File: src/rdc_pkg.sv
// shared types, constants, microcode program and digit helpers of the radix converter
// no dependencies; used by every module of the block
package rdc_pkg;

    localparam int INT_BITS            = 31;
    localparam int FRACTION_BITS       = 24;
    localparam int BASE_BITS           = 5;
    localparam int MAX_FRACTION_DIGITS = 6;
    localparam int DIGIT_BITS          = 4;
    localparam int CHAR_BITS           = 7;

    // divider works on a zero-padded dividend, eight quotient bits per divide step
    localparam int CHUNK_BITS  = 8;
    localparam int CHUNKS      = (INT_BITS + CHUNK_BITS - 1) / CHUNK_BITS;
    localparam int DIV_BITS    = CHUNKS * CHUNK_BITS;
    localparam int CHUNK_CNT_W = (CHUNKS > 1) ? $clog2(CHUNKS) : 1;
    localparam int DEPTH_W     = $clog2(INT_BITS + 1);

    localparam logic [BASE_BITS-1:0]  BASE_MIN   = 5'd2;
    localparam logic [BASE_BITS-1:0]  BASE_MAX   = 5'd16;
    localparam logic [DIGIT_BITS-1:0] DIGIT_TEN  = 4'd10;
    localparam logic [CHAR_BITS-1:0]  CHAR_ZERO  = 7'd48;
    localparam logic [CHAR_BITS-1:0]  CHAR_A     = 7'd65;

    typedef struct packed {
        logic [INT_BITS-1:0]      integer_part;
        logic [FRACTION_BITS-1:0] fraction;
        logic [BASE_BITS-1:0]     base;
    } t_in;

    typedef struct packed {
        logic [DIGIT_BITS-1:0] digit_value;
        logic [CHAR_BITS-1:0]  digit_char;
        logic                  is_fraction;
        logic                  last;
    } t_out;

    // datapath operations
    localparam logic [2:0] OP_LOAD      = 3'd0;
    localparam logic [2:0] OP_DIV       = 3'd1;
    localparam logic [2:0] OP_PUSH      = 3'd2;
    localparam logic [2:0] OP_NOP       = 3'd3;
    localparam logic [2:0] OP_EMIT_INT  = 3'd4;
    localparam logic [2:0] OP_EMIT_FRAC = 3'd5;

    // branch conditions
    localparam logic [2:0] C_START      = 3'd0;
    localparam logic [2:0] C_CHUNK_LAST = 3'd1;
    localparam logic [2:0] C_Q_ZERO     = 3'd2;
    localparam logic [2:0] C_ALWAYS     = 3'd3;
    localparam logic [2:0] C_DEPTH_ONE  = 3'd4;
    localparam logic [2:0] C_FRAC_END   = 3'd5;

    // program steps
    localparam logic [2:0] STEP_IDLE      = 3'd0;
    localparam logic [2:0] STEP_DIV       = 3'd1;
    localparam logic [2:0] STEP_PUSH      = 3'd2;
    localparam logic [2:0] STEP_TURN      = 3'd3;
    localparam logic [2:0] STEP_EMIT_INT  = 3'd4;
    localparam logic [2:0] STEP_EMIT_FRAC = 3'd5;

    typedef struct packed {
        logic [2:0] op;
        logic [2:0] cond;
        logic [2:0] tgt_t;
        logic [2:0] tgt_f;
    } t_uword;

    typedef struct packed {
        logic [2:0] op;
    } t_ctrl;

    typedef struct packed {
        logic chunk_last;
        logic q_zero;
        logic depth_one;
        logic frac_end;
    } t_status;

    // control store: one word per step
    function automatic t_uword ucode(input logic [2:0] pc);
        t_uword w;
        unique case (pc)
            STEP_IDLE:      w = '{OP_LOAD,      C_START,      STEP_DIV,       STEP_IDLE};
            STEP_DIV:       w = '{OP_DIV,       C_CHUNK_LAST, STEP_PUSH,      STEP_DIV};
            STEP_PUSH:      w = '{OP_PUSH,      C_Q_ZERO,     STEP_TURN,      STEP_DIV};
            STEP_TURN:      w = '{OP_NOP,       C_ALWAYS,     STEP_EMIT_INT,  STEP_EMIT_INT};
            STEP_EMIT_INT:  w = '{OP_EMIT_INT,  C_DEPTH_ONE,  STEP_EMIT_FRAC, STEP_EMIT_INT};
            STEP_EMIT_FRAC: w = '{OP_EMIT_FRAC, C_FRAC_END,   STEP_IDLE,      STEP_EMIT_FRAC};
            default:        w = '{OP_NOP,       C_ALWAYS,     STEP_IDLE,      STEP_IDLE};
        endcase
        return w;
    endfunction

    function automatic logic [CHAR_BITS-1:0] char_of(input logic [DIGIT_BITS-1:0] v);
        logic [CHAR_BITS-1:0] c;
        if (v < DIGIT_TEN) begin
            c = CHAR_ZERO + CHAR_BITS'(v);
        end else begin
            c = CHAR_A + CHAR_BITS'(v - DIGIT_TEN);
        end
        return c;
    endfunction

endpackage

File: src/radix_digit_converter_core.sv
// top level of the radix digit converter: microcode sequencer plus datapath
// depends on rdc_pkg, rdc_useq and rdc_datapath
//
//   channel   ports                       transfer
//   input     start, busy, i_item         start high while busy low
//   result    o_strobe, o_result          o_strobe high, one cycle per digit
//
// the divider takes 8 quotient bits a cycle, so each whole-part digit costs one divide
// step per 8-bit chunk of the zero-padded dividend, then a push
// busy stays high until the last digit is issued; results cannot be held off
// synchronous active-low reset returns the sequencer to idle; no clearing pass
module radix_digit_converter_core #(
    parameter int MAX_FRACTION_DIGITS = rdc_pkg::MAX_FRACTION_DIGITS
) (
    input  logic          i_clk,
    input  logic          i_rst_n,
    input  logic          start,
    output logic          busy,
    input  rdc_pkg::t_in  i_item,
    output logic          o_strobe,
    output rdc_pkg::t_out o_result
);

    rdc_pkg::t_ctrl   ctrl;
    rdc_pkg::t_status status;

    rdc_useq u_seq (
        .i_clk    (i_clk),
        .i_rst_n  (i_rst_n),
        .i_start  (start),
        .i_status (status),
        .o_ctrl   (ctrl),
        .o_busy   (busy)
    );

    rdc_datapath #(
        .MAX_FRACTION_DIGITS (MAX_FRACTION_DIGITS)
    ) u_dp (
        .i_clk    (i_clk),
        .i_rst_n  (i_rst_n),
        .i_ctrl   (ctrl),
        .i_item   (i_item),
        .o_status (status),
        .o_strobe (o_strobe),
        .o_result (o_result)
    );

endmodule

File: src/rdc_useq.sv
// microcode sequencer: step counter, control store lookup and branch selection
// depends on rdc_pkg for the program, op and condition codes
module rdc_useq (
    input  logic            i_clk,
    input  logic            i_rst_n,
    input  logic            i_start,
    input  rdc_pkg::t_status i_status,
    output rdc_pkg::t_ctrl  o_ctrl,
    output logic            o_busy
);

    logic [2:0]      r_pc;
    logic [2:0]      n_pc;
    rdc_pkg::t_uword uw;
    logic            hit;

    assign uw = rdc_pkg::ucode(r_pc);

    always_comb begin
        unique case (uw.cond)
            rdc_pkg::C_START:      hit = i_start;
            rdc_pkg::C_CHUNK_LAST: hit = i_status.chunk_last;
            rdc_pkg::C_Q_ZERO:     hit = i_status.q_zero;
            rdc_pkg::C_ALWAYS:     hit = 1'b1;
            rdc_pkg::C_DEPTH_ONE:  hit = i_status.depth_one;
            rdc_pkg::C_FRAC_END:   hit = i_status.frac_end;
            default:               hit = 1'b1;
        endcase
        n_pc = hit ? uw.tgt_t : uw.tgt_f;
    end

    always_ff @(posedge i_clk) begin
        if (!i_rst_n) begin
            r_pc <= rdc_pkg::STEP_IDLE;
        end else begin
            r_pc <= n_pc;
        end
    end

    assign o_ctrl.op = uw.op;
    assign o_busy    = (r_pc != rdc_pkg::STEP_IDLE);

endmodule

File: src/rdc_datapath.sv
// datapath: chunked restoring divider, digit stack memory, fraction multiplier, result register
// depends on rdc_pkg for types, widths and op codes
module rdc_datapath #(
    parameter int MAX_FRACTION_DIGITS = rdc_pkg::MAX_FRACTION_DIGITS
) (
    input  logic              i_clk,
    input  logic              i_rst_n,
    input  rdc_pkg::t_ctrl    i_ctrl,
    input  rdc_pkg::t_in      i_item,
    output rdc_pkg::t_status  o_status,
    output logic              o_strobe,
    output rdc_pkg::t_out     o_result
);

    localparam int FC_W  = (MAX_FRACTION_DIGITS > 1) ? $clog2(MAX_FRACTION_DIGITS) : 1;
    localparam int PROD_W = rdc_pkg::FRACTION_BITS + rdc_pkg::BASE_BITS;

    logic [rdc_pkg::DIV_BITS-1:0]      r_q, n_q;
    logic [rdc_pkg::DIGIT_BITS-1:0]    r_rem, n_rem;
    logic [rdc_pkg::BASE_BITS-1:0]     r_b, n_b;
    logic [rdc_pkg::FRACTION_BITS-1:0] r_f, n_f;
    logic [rdc_pkg::DEPTH_W-1:0]       r_depth, n_depth;
    logic [rdc_pkg::CHUNK_CNT_W-1:0]   r_chunk, n_chunk;
    logic [FC_W-1:0]                   r_fcnt, n_fcnt;
    logic                              r_strobe, n_strobe;
    rdc_pkg::t_out                     r_out, n_out;

    logic [rdc_pkg::DIGIT_BITS-1:0]    mem [rdc_pkg::INT_BITS];
    logic [rdc_pkg::DIGIT_BITS-1:0]    r_rd;
    logic [rdc_pkg::DEPTH_W-1:0]       rd_addr;

    logic [rdc_pkg::DIV_BITS-1:0]      div_q;
    logic [rdc_pkg::DIGIT_BITS-1:0]    div_rem;
    logic [PROD_W-1:0]                 prod;
    logic [rdc_pkg::DIGIT_BITS-1:0]    frac_digit;
    logic [rdc_pkg::FRACTION_BITS-1:0] frac_next;
    logic                              fcnt_last;
    logic [rdc_pkg::BASE_BITS-1:0]     base_clamped;

    // one chunk of restoring division, a quotient bit per step
    always_comb begin
        logic [rdc_pkg::BASE_BITS-1:0] rem5;
        div_q   = r_q;
        div_rem = r_rem;
        for (int k = 0; k < rdc_pkg::CHUNK_BITS; k++) begin
            rem5  = {div_rem, div_q[rdc_pkg::DIV_BITS-1]};
            div_q = {div_q[rdc_pkg::DIV_BITS-2:0], 1'b0};
            if (rem5 >= r_b) begin
                rem5     = rem5 - r_b;
                div_q[0] = 1'b1;
            end
            div_rem = rem5[rdc_pkg::DIGIT_BITS-1:0];
        end
    end

    assign prod = {{rdc_pkg::BASE_BITS{1'b0}}, r_f} * {{rdc_pkg::FRACTION_BITS{1'b0}}, r_b};
    assign frac_digit = prod[rdc_pkg::FRACTION_BITS +: rdc_pkg::DIGIT_BITS];
    assign frac_next  = prod[rdc_pkg::FRACTION_BITS-1:0];
    assign fcnt_last  = (r_fcnt == FC_W'(MAX_FRACTION_DIGITS - 1));

    always_comb begin
        if (i_item.base < rdc_pkg::BASE_MIN) begin
            base_clamped = rdc_pkg::BASE_MIN;
        end else if (i_item.base > rdc_pkg::BASE_MAX) begin
            base_clamped = rdc_pkg::BASE_MAX;
        end else begin
            base_clamped = i_item.base;
        end
    end

    assign o_status.chunk_last = (r_chunk == rdc_pkg::CHUNK_CNT_W'(rdc_pkg::CHUNKS - 1));
    assign o_status.q_zero     = (r_q == '0);
    assign o_status.depth_one  = (r_depth == rdc_pkg::DEPTH_W'(1));
    assign o_status.frac_end   = (r_f == '0) || (frac_next == '0) || fcnt_last;

    always_comb begin
        n_q      = r_q;
        n_rem    = r_rem;
        n_b      = r_b;
        n_f      = r_f;
        n_depth  = r_depth;
        n_chunk  = r_chunk;
        n_fcnt   = r_fcnt;
        n_strobe = 1'b0;
        n_out    = r_out;
        unique case (i_ctrl.op)
            rdc_pkg::OP_LOAD: begin
                n_q     = rdc_pkg::DIV_BITS'(i_item.integer_part);
                n_rem   = '0;
                n_b     = base_clamped;
                n_f     = i_item.fraction;
                n_depth = '0;
                n_chunk = '0;
                n_fcnt  = '0;
            end
            rdc_pkg::OP_DIV: begin
                n_q     = div_q;
                n_rem   = div_rem;
                n_chunk = r_chunk + 1'b1;
            end
            rdc_pkg::OP_PUSH: begin
                n_rem   = '0;
                n_chunk = '0;
                n_depth = r_depth + 1'b1;
            end
            rdc_pkg::OP_NOP: begin
            end
            rdc_pkg::OP_EMIT_INT: begin
                n_depth           = r_depth - 1'b1;
                n_strobe          = 1'b1;
                n_out.digit_value = r_rd;
                n_out.digit_char  = rdc_pkg::char_of(r_rd);
                n_out.is_fraction = 1'b0;
                n_out.last        = o_status.depth_one && (r_f == '0);
            end
            rdc_pkg::OP_EMIT_FRAC: begin
                // nothing left to emit once the fraction is zero
                if (r_f != '0) begin
                    n_strobe          = 1'b1;
                    n_out.digit_value = frac_digit;
                    n_out.digit_char  = rdc_pkg::char_of(frac_digit);
                    n_out.is_fraction = 1'b1;
                    n_out.last        = o_status.frac_end;
                    n_f               = frac_next;
                    n_fcnt            = r_fcnt + 1'b1;
                end
            end
            default: begin
            end
        endcase
    end

    // read address follows the next depth so the top entry is ready on the emit step
    assign rd_addr = n_depth - 1'b1;

    always_ff @(posedge i_clk) begin
        if (i_ctrl.op == rdc_pkg::OP_PUSH) begin
            mem[r_depth] <= r_rem;
        end
        r_rd <= mem[rd_addr];
    end

    always_ff @(posedge i_clk) begin
        if (!i_rst_n) begin
            r_depth  <= '0;
            r_chunk  <= '0;
            r_fcnt   <= '0;
            r_strobe <= 1'b0;
        end else begin
            r_depth  <= n_depth;
            r_chunk  <= n_chunk;
            r_fcnt   <= n_fcnt;
            r_strobe <= n_strobe;
        end
    end

    always_ff @(posedge i_clk) begin
        r_q   <= n_q;
        r_rem <= n_rem;
        r_b   <= n_b;
        r_f   <= n_f;
        r_out <= n_out;
    end

    assign o_strobe = r_strobe;
    assign o_result = r_out;

endmodule

File: config.mk
export PLATFORM = sky130hd
export DESIGN_NAME = radix_digit_converter_core
export DESIGN_NICKNAME = d
export VERILOG_FILES = /design/src/rdc_pkg.sv /design/src/radix_digit_converter_core.sv /design/src/rdc_useq.sv /design/src/rdc_datapath.sv
export SDC_FILE = /design/constraint.sdc
export NUM_CORES = 1
export LEC_CHECK = 0
export ABC_AREA = 1
export BUFFER_PORTS_ARGS = -buffer_cell sky130_fd_sc_hd__buf_2
export CAP_MARGIN = 15
export CORE_MARGIN = 2
export CORE_UTILIZATION = 45
export CTS_BUF_LIST = sky130_fd_sc_hd__clkbuf_4 sky130_fd_sc_hd__clkbuf_8 sky130_fd_sc_hd__clkbuf_16
export CTS_CLUSTER_SIZE = 24
export DETAILED_ROUTE_END_ITERATION = 8
export GPL_TIMING_DRIVEN = 0
export PLACE_DENSITY = 0.71
export SYNTH_ARGS = -nofsm -noshare
export SYNTH_HDL_FRONTEND = slang
export SYNTH_SLANG_ARGS = --single-unit
File: constraint.sdc
create_clock -name i_clk -period 15.3 [get_ports i_clk]
set_input_delay 0.765 -clock i_clk [delete_from_list [all_inputs] [get_ports i_clk]]
set_output_delay 0.765 -clock i_clk [all_outputs]
set_load 0.05 [all_outputs]
==> run metrics, run 1 <==
run status=complete, no violations; Mapped Avg Cell Area=8.52 sq um; FF+latch count, synth=220; Worst Slack Setup Final=1.53 ns; Worst Path Max Fanout=10; Final setup viols=0; slowest stage delay, CP=0.45 ns; Post-Syn Area=15400 sq um; Port Buffer Count=77; Async SR Flop Fraction=0; Worst setup EP type=register; Die H=189 microns; # H-tree levels=1; # diodes=0; HPWL after DPL=30800 microns; largest area contributor in the netlist=edfxtp_1; RePlAce Congestion=0.948; RSZ-0062 raised after global routing=false; Yosys cell types=50; Area contributors post-synth=edfxtp_1 (39%), nand2_1 (12%), fa_1 (9.5%); max cap viols=0; CP top delay family=compound AO/OA/AOI/OAI gates; Die ar.=35800 sq um; DRC=0; Hold/Removal Path Class=register to register; FMAX=72.6 MHz; first-pass GRT wire length=65400 microns; post-route minimum period=13.77 ns; Cell Rows=67; crit path max-delay cell type=clkbuf_1; Fill cells=3064; dominant synthesized flop cell=edfxtp_1; total track usage=0.231; Starting Density=0.459; worst skew pair latency=0.55 ns; worst clock skew=0.00956 ns; area grow syn2layout=12.6%; pre-CTS WS=0.741 ns; share of the synthesized area in the top cell type=0.394; fin. max-slew vios=0; clock tree buffer depth=3; initial antenna violation count=1; I/O Pins=78; pin count of the biggest net entering global routing=34; TritonRoute pass-1 iters=5; cell with the most instances after synthesis=nand2_1; TNS Setup=0 ns; vias per cell=5.38; fin nets=2149; CTS root buf=clkbuf_16; antenna viol nets, final=0; Slew headroom=0.401; crit start category=register; Clock Sinks=220; quantity of hold-fixing buffers added after cts=0; TritonCTS Buffers=26; CTS tree=done; Cells after Synth=1809; via count=12841; via count of the first global-routing pass=12543; Post-synth EDFFs=202; GR Overflow Total=0; syn nets=2038; Worst Path Buf+Inv=14; Yosys Warn Count=0; post-synthesis sequential area ratio=0.417; Iter 0 DRT Violations=1152; Die X=189 microns; WP data required=15.59 ns; Post-Route WL=40800 microns; Slew @ Worst Pin=0.897 ns; total core area=33600 sq um; Fin. Hold Viols=0; Setup CP Type=register to register; crit path DAT=14.06 ns; R2R Setup Slk=1.53 ns; DR WL/cell=17.1 microns; most used cell along the critical path=nand2_1; Commonest cells post-synth=nand2_1 (486), inv_1 (280), edfxtp_1 (202); final worst-path cycle share=0.900; share of layout cells above drive strength 1=0.0918; Clk pin slew, worst setup/hold paths=0.06 ns
-- worst paths after layout --
path | startpoint | endpoint | cells after the start
worst max-delay path | u_dp.r_b[2] | u_dp.r_rem[3] | 72
worst min-delay path | u_dp.r_chunk[0] | u_dp.r_chunk[0] | 1
worst max register to register | u_dp.r_b[2] | u_dp.r_rem[3] | 72
worst min register to register | u_dp.r_chunk[0] | u_dp.r_chunk[0] | 1
-- sequential cells by signal (all words and copies together) (netlist names) --
register       flops
u_dp.mem         124
u_dp.r_q          32
u_dp.r_f          24
u_dp.o_result     13
u_dp.r_b           5
u_dp.r_depth       5
u_dp.r_rd          4
u_dp.r_rem         4
u_dp.r_fcnt        3
u_seq.r_pc         3
u_dp.r_chunk       2
u_dp.o_strobe      1
-- final cells by class --
cell class              count  area [sq um]  share of cell area
well taps                 448           561              0.0323
inverters                 290          1090              0.0629
repair buffers             83           531              0.0306
clock inverters            20           170             0.00981
clock buffers              27           658              0.0379
flip-flops and latches    220          6430               0.370
plain buffers              51           210              0.0121
multi-input cells        1248          7700               0.444
-- layer usage --
layer | global-route usage | share of wire | up-vias
met1 | 0.315 | 0.43 | 6039
met2 | 0.383 | 0.47 | 560
met3 | 0.0328 | 0.080 | 81
met5 | 0 | 0.00017 | -
li1 | - | - | 6159
met4 | 0.0682 | 0.025 | 2
-- stage by stage --
step | hold slack [ns] | std cells | utilization | area, sq um
2_1_floorplan | 0.428 | 1809 | - | 15400
3_3_place_gp | 0.450 | 2334 | 0.487 | 16400
3_5_place_dp | 0.453 | 2338 | 0.490 | 16500
4_1_cts | 0.460 | 2385 | 0.515 | 17300
5_1_grt | 0.474 | 2387 | 0.516 | 17400
6_report | 0.461 | 2387 | 0.516 | 17400
-- cells by family after synthesis --
logic type | count (synthesis) | share of synthesized area
XOR/XNOR | 29 | 0.0182
AO/OA/AOI/OAI | 275 | 0.105
buffers and inverters | 341 | 0.0843
adder cells (fa/ha/maj) | 166 | 0.170
flip-flops | 220 | 0.417
AND/OR/NAND/NOR | 778 | 0.205
-- cell usage in the layout (no fill, tap or decap), types with 6 or more instances in the layout --
cell type / n
inv_1: 280
o221ai_1: 22
a21oi_1: 46
clkbuf_1: 38
xor2_1: 17
inv_2: 8
o21ai_0: 141
nand3b_1: 7
clkinv_2: 6
nor2_1: 168
buf_2: 88
xnor2_1: 10
nor3_1: 10
o21ai_1: 18
fa_1: 73
ha_1: 93
nand2_1: 486
nand4_1: 15
nor4_1: 7
clkbuf_16: 26
o22ai_1: 8
dfxtp_1: 18
edfxtp_1: 202
nand3_1: 67
o211ai_1: 9
-- repair_timing --
action / in CTS / in global routing
gates resized for setup: 0 / 4
setup endpoints to repair: 0 / 5
buffers inserted: 0 / 1
hold endpoints to repair: 0 / 0
Power of run 1 is left out: the tool's default activity adds up to more than one toggle a clock period on the data nets, which glitch-free logic cannot reach.
==> run 2: changes to the inputs <==
--- a/config.mk
+++ b/config.mk
@@ -14,7 +14,7 @@
 export CTS_CLUSTER_SIZE = 24
 export DETAILED_ROUTE_END_ITERATION = 8
 export GPL_TIMING_DRIVEN = 0
-export PLACE_DENSITY = 0.71
+export PLACE_DENSITY = 0.67
 export SYNTH_ARGS = -nofsm -noshare
 export SYNTH_HDL_FRONTEND = slang
 export SYNTH_SLANG_ARGS = --single-unit
==> run metrics, run 2 (synthesis results as in run 1) <==
RSZ-0062 raised after global routing=false; RePlAce Congestion=0.925 (-2.5%); first-pass GRT wire length=65400 microns (about the same); Top reg by flops=u_dp.mem; Worst Path Max Fanout=10 (unchanged); crit path DAT=13.93 ns (-0.13 ns); TritonCTS Buffers=25 (-3.8%); Starting Density=0.459 (unchanged); # diodes=0 (unchanged); Slew headroom=0.378 (-0.0222); initial antenna violation count=2 (+1); Fin. Hold Viols=0 (unchanged); max cap viols=0 (unchanged); CTS tree=done; worst skew pair latency=0.54 ns (about the same); # H-tree levels=1 (unchanged); total core area=33600 sq um (unchanged); TNS Setup=0 ns (unchanged); FMAX=73.4 MHz (+1.0%); Port Buffer Count=77 (unchanged); WP data required=15.60 ns (about the same); via count=12614 (-1.8%); quantity of hold-fixing buffers added after cts=0 (unchanged); antenna viol nets, final=0 (unchanged); fin. max-slew vios=0 (unchanged); slowest stage delay, CP=0.47 ns (+0.02 ns); pin count of the biggest net entering global routing=34 (unchanged); GR Overflow Total=0 (unchanged); HPWL after DPL=30600 microns (-0.75%); final worst-path cycle share=0.891 (-0.00889); Final setup viols=0 (unchanged); DR WL/cell=17.0 microns (-0.60%); Cell Rows=67 (unchanged); crit start category=register; I/O Pins=78 (unchanged); share of layout cells above drive strength 1=0.0913 (-0.000469); Setup CP Type=register to register; crit path max-delay cell type=clkbuf_1; FF-to-FF path depth=71 (-1.4%); Hold/Removal Path Class=register to register; worst hold stages=1 (unchanged); Clock Sinks=220 (unchanged); critical path depth in cells=71 (-1.4%); clock tree buffer depth=3 (unchanged); CP top delay family=compound AO/OA/AOI/OAI gates; Top Registers=u_dp.mem (124), u_dp.r_q (32), u_dp.r_f (24); vias per cell=5.29 (-1.7%); fin nets=2148 (-0.047%); area grow syn2layout=12.2%; via count of the first global-routing pass=12538 (-0.040%); commonest non-fill, non-tap cells in the layout=nand2_1 (486), inv_1 (280), edfxtp_1 (202); post-route minimum period=13.63 ns (-0.136 ns); run status=complete, no violations; CTS root buf=clkbuf_16; Worst Path Buf+Inv=14 (unchanged); Worst setup EP type=register; number of flip-flops in the largest register=124 (unchanged); most common library cell in the layout ignoring fill and taps=nand2_1; Die H=189 microns (unchanged); DRC=0 (unchanged); Iter 0 DRT Violations=1074 (-6.8%); fin util=0.515 (-0.00145); Die ar.=35800 sq um (unchanged); Post-Route WL=40500 microns (-0.64%); worst clock skew=0.0132 ns (+0.00363 ns); Slew @ Worst Pin=0.930 ns (+0.0333 ns); Clk pin slew, worst setup/hold paths=0.06 ns (about the same); total track usage=0.231 (about the same); TritonRoute pass-1 iters=5 (unchanged); Die X=189 microns (unchanged)
run 2: metal layers:
metal	part of all wire	routed length, microns	vias up	global-route usage
li1	-	-	6152	-
met1	0.44	17900	5983	0.312
met2	0.45	18400	403	0.377
met3	0.073	2970	72	0.0389
met4	0.030	1200	4	0.0781
met5	0.00074	30	-	0
run 2: cell type report:
class	instances	area (sq um)
sequential	220	6430
clock inverter	13	92.6
timing repair buffer	83	531
tap	448	561
buffer	51	211
fill	3179	16300
multi-input combinational	1248	7700
inverter	290	1090
clock buffer	33	686
run 2: repair_timing:
item,in CTS,in global routing
setup endpoints to repair,0,5
resized for setup,0,6
buffers inserted,0,1
run 2: worst paths after layout:
| check | start | to | slack (ns) |
|---|---|---|---|
| min reg2reg | u_dp.r_chunk[0] | u_dp.r_chunk[0] | 0.48 |
| min | u_dp.r_chunk[0] | u_dp.r_chunk[0] | 0.48 |
| max | u_dp.r_b[2] | u_dp.r_rem[3] | 1.67 |
| max reg2reg | u_dp.r_b[2] | u_dp.r_rem[3] | 1.67 |
run 2: metrics by stage:
step / std cells / area, sq um / setup slack, ns / hold slack [ns]
floorplan: 1809 / 15400 / 3.97 / 0.428
global placement: 2334 / 16400 / 1.05 / 0.452
detailed placement: 2337 / 16500 / 0.741 / 0.468
CTS: 2383 / 17200 / 0.724 / 0.465
global route: 2386 / 17300 / 0.108 / 0.485
finish: 2386 / 17300 / 1.67 / 0.485
Power of run 2 is left out for the same reason.
==> run 3: changes to the inputs <==
--- a/config.mk
+++ b/config.mk
@@ -9,12 +9,12 @@
 export BUFFER_PORTS_ARGS = -buffer_cell sky130_fd_sc_hd__buf_2
 export CAP_MARGIN = 15
 export CORE_MARGIN = 2
-export CORE_UTILIZATION = 45
+export CORE_UTILIZATION = 28
 export CTS_BUF_LIST = sky130_fd_sc_hd__clkbuf_4 sky130_fd_sc_hd__clkbuf_8 sky130_fd_sc_hd__clkbuf_16
 export CTS_CLUSTER_SIZE = 24
 export DETAILED_ROUTE_END_ITERATION = 8
 export GPL_TIMING_DRIVEN = 0
-export PLACE_DENSITY = 0.67
+export PLACE_DENSITY = 0.48
 export SYNTH_ARGS = -nofsm -noshare
 export SYNTH_HDL_FRONTEND = slang
 export SYNTH_SLANG_ARGS = --single-unit
==> run metrics, run 3 (synthesis results as in run 1) <==
run status=complete, no violations; routed metal-1 wire length=20800 microns (+16%); Clock Sinks=220 (unchanged); pre-CTS WS=0.287 ns (-0.454 ns); reg2reg end=u_dp.r_rem[3]; CTS tree=done; I/O Pins=78 (unchanged); FMAX=73.7 MHz (+0.43%); Hold/Removal Path Class=register to register; pin count of the biggest net entering global routing=33 (-2.9%); # diodes=0 (unchanged); Fin. Hold Viols=0 (unchanged); Cell Rows=85 (+27%); area grow syn2layout=15.3%; crit path max-delay cell type=a21oi_1; TNS Setup=0 ns (unchanged); DRC=0 (unchanged); Iter 0 DRT Violations=817 (-24%); post-route minimum period=13.57 ns (-0.0585 ns); number of flip-flops in the largest register=124 (unchanged); antenna viol nets, final=0 (unchanged); CTS root buf=clkbuf_16; # H-tree levels=1 (unchanged); worst hold stages=1 (unchanged); via count of the first global-routing pass=12629 (+0.73%); Post-Route WL=44600 microns (+10%); fin nets=2150 (+0.093%); Starting Density=0.285 (-0.174); Worst Slack Setup Final=1.73 ns (+0.0585 ns); via count=12487 (-1.0%); Slew @ Worst Pin=0.958 ns (+0.0277 ns); top routing layer used=met5; fin. max-slew vios=0 (unchanged); met3 routed WL=2550 microns (-14%); Die X=239 microns (+26%); Die ar.=56900 sq um (+59%); DR WL/cell=16.9 microns (-0.40%); TritonCTS Buffers=27 (+8.0%); crit path from=u_dp.r_b[1]; metal2 WL=20000 microns (+8.7%); crit path DAT=13.86 ns (-0.07 ns); Worst Path Max Fanout=10 (unchanged); Sequential Area=6430 sq um (unchanged); area of the multi-input gates=7710 sq um (about the same); HPWL after DPL=33900 microns (+11%); Top reg by flops=u_dp.mem; crit start category=register; Final setup viols=0 (unchanged); Worst setup EP type=register; worst skew pair latency=0.55 ns (about the same); share of layout cells above drive strength 1=0.0943 (+0.00295); max cap viols=0 (unchanged); worst clock skew=0.0221 ns (+0.00886 ns); FF-to-FF path depth=73 (+2.8%); Clk pin slew, worst setup/hold paths=0.06 ns (about the same); Setup CP Type=register to register; commonest non-fill, non-tap cells in the layout=nand2_1 (486), inv_1 (280), edfxtp_1 (202); TritonRoute pass-1 iters=5 (unchanged); clock tree buffer depth=3 (unchanged); Slew headroom=0.361 (-0.0170); Die H=239 microns (+26%); initial antenna violation count=2 (unchanged); vias per cell=4.74 (-10%); total track usage=0.159 (-0.0719); slowest stage delay, CP=0.46 ns (about the same); Fill cells=5701 (+79%); total core area=54100 sq um (+61%); Top Registers=u_dp.mem (124), u_dp.r_q (32), u_dp.r_f (24); RePlAce Congestion=0.898 (-2.8%); final worst-path cycle share=0.887 (-0.00383); RR Startpoint=u_dp.r_b[1]; Critical Path End=u_dp.r_rem[3]; GR Overflow Total=0 (unchanged); most common library cell in the layout ignoring fill and taps=nand2_1; first-pass GRT wire length=70300 microns (+7.5%); R2R Setup Slk=1.73 ns (+0.06 ns); RSZ-0062 raised after global routing=false; WP data required=15.59 ns (about the same); Port Buffer Count=77 (unchanged)
-- run 3: layer usage --
| metal | GRT usage | vias up |
|---|---|---|
| met3 | 0.0269 | 69 |
| met2 | 0.257 | 354 |
| li1 | - | 6157 |
| met1 | 0.216 | 5905 |
| met4 | 0.0494 | 2 |
| met5 | 0 | - |
-- run 3: worst min path at each step --
stage / start / end / slack (ns)
3_3_place_gp: u_dp.r_chunk[0] / u_dp.r_chunk[0] / 0.45
2_1_floorplan: u_dp.r_chunk[0] / u_dp.r_chunk[0] / 0.43
6_report: u_dp.r_chunk[0] / u_dp.r_chunk[0] / 0.47
5_1_grt: i_item[37] / u_dp.r_q[8] / 0.48
4_1_cts: i_item[16] / u_dp.r_f[11] / 0.46
3_5_place_dp: u_dp.r_chunk[0] / u_dp.r_chunk[0] / 0.46
-- run 3: what timing repair did --
item,in CTS,in global routing
endpoints found under the hold margin,0,0
hold buffers,0,0
buffers inserted,0,2
setup endpoints to repair,0,5
gates resized for setup,0,7
-- run 3: final cells by class --
type / instances / share of cell area
Buffer: 49 / 0.0115
Inverter: 290 / 0.0614
Multi-Input combinational cell: 1248 / 0.434
Sequential cell: 220 / 0.362
Tap cell: 696 / 0.0490
Timing Repair Buffer: 85 / 0.0314
Clock buffer: 35 / 0.0421
Clock inverter: 14 / 0.00915
-- run 3: per-stage QoR --
step | cell area, sq um | instances | hold slack, ns | util
5_1_grt | 17800 | 2637 | 0.480 | 0.328
6_report | 17800 | 2637 | 0.474 | 0.328
3_5_place_dp | 16800 | 2588 | 0.465 | 0.311
4_1_cts | 17700 | 2637 | 0.464 | 0.328
3_3_place_gp | 16700 | 2582 | 0.451 | 0.308
2_1_floorplan | 15400 | 1809 | 0.428 | -
-- run 3: critical path, delay by kind of cell (launching register included) --
family | cells | cell delay (ns)
fa+ha+maj | 8 | 2.60
flops | 1 | 0.37
compound gates | 29 | 6.05
simple gates | 21 | 1.92
buf+inv | 15 | 2.39
Power of run 3 is left out for the same reason.
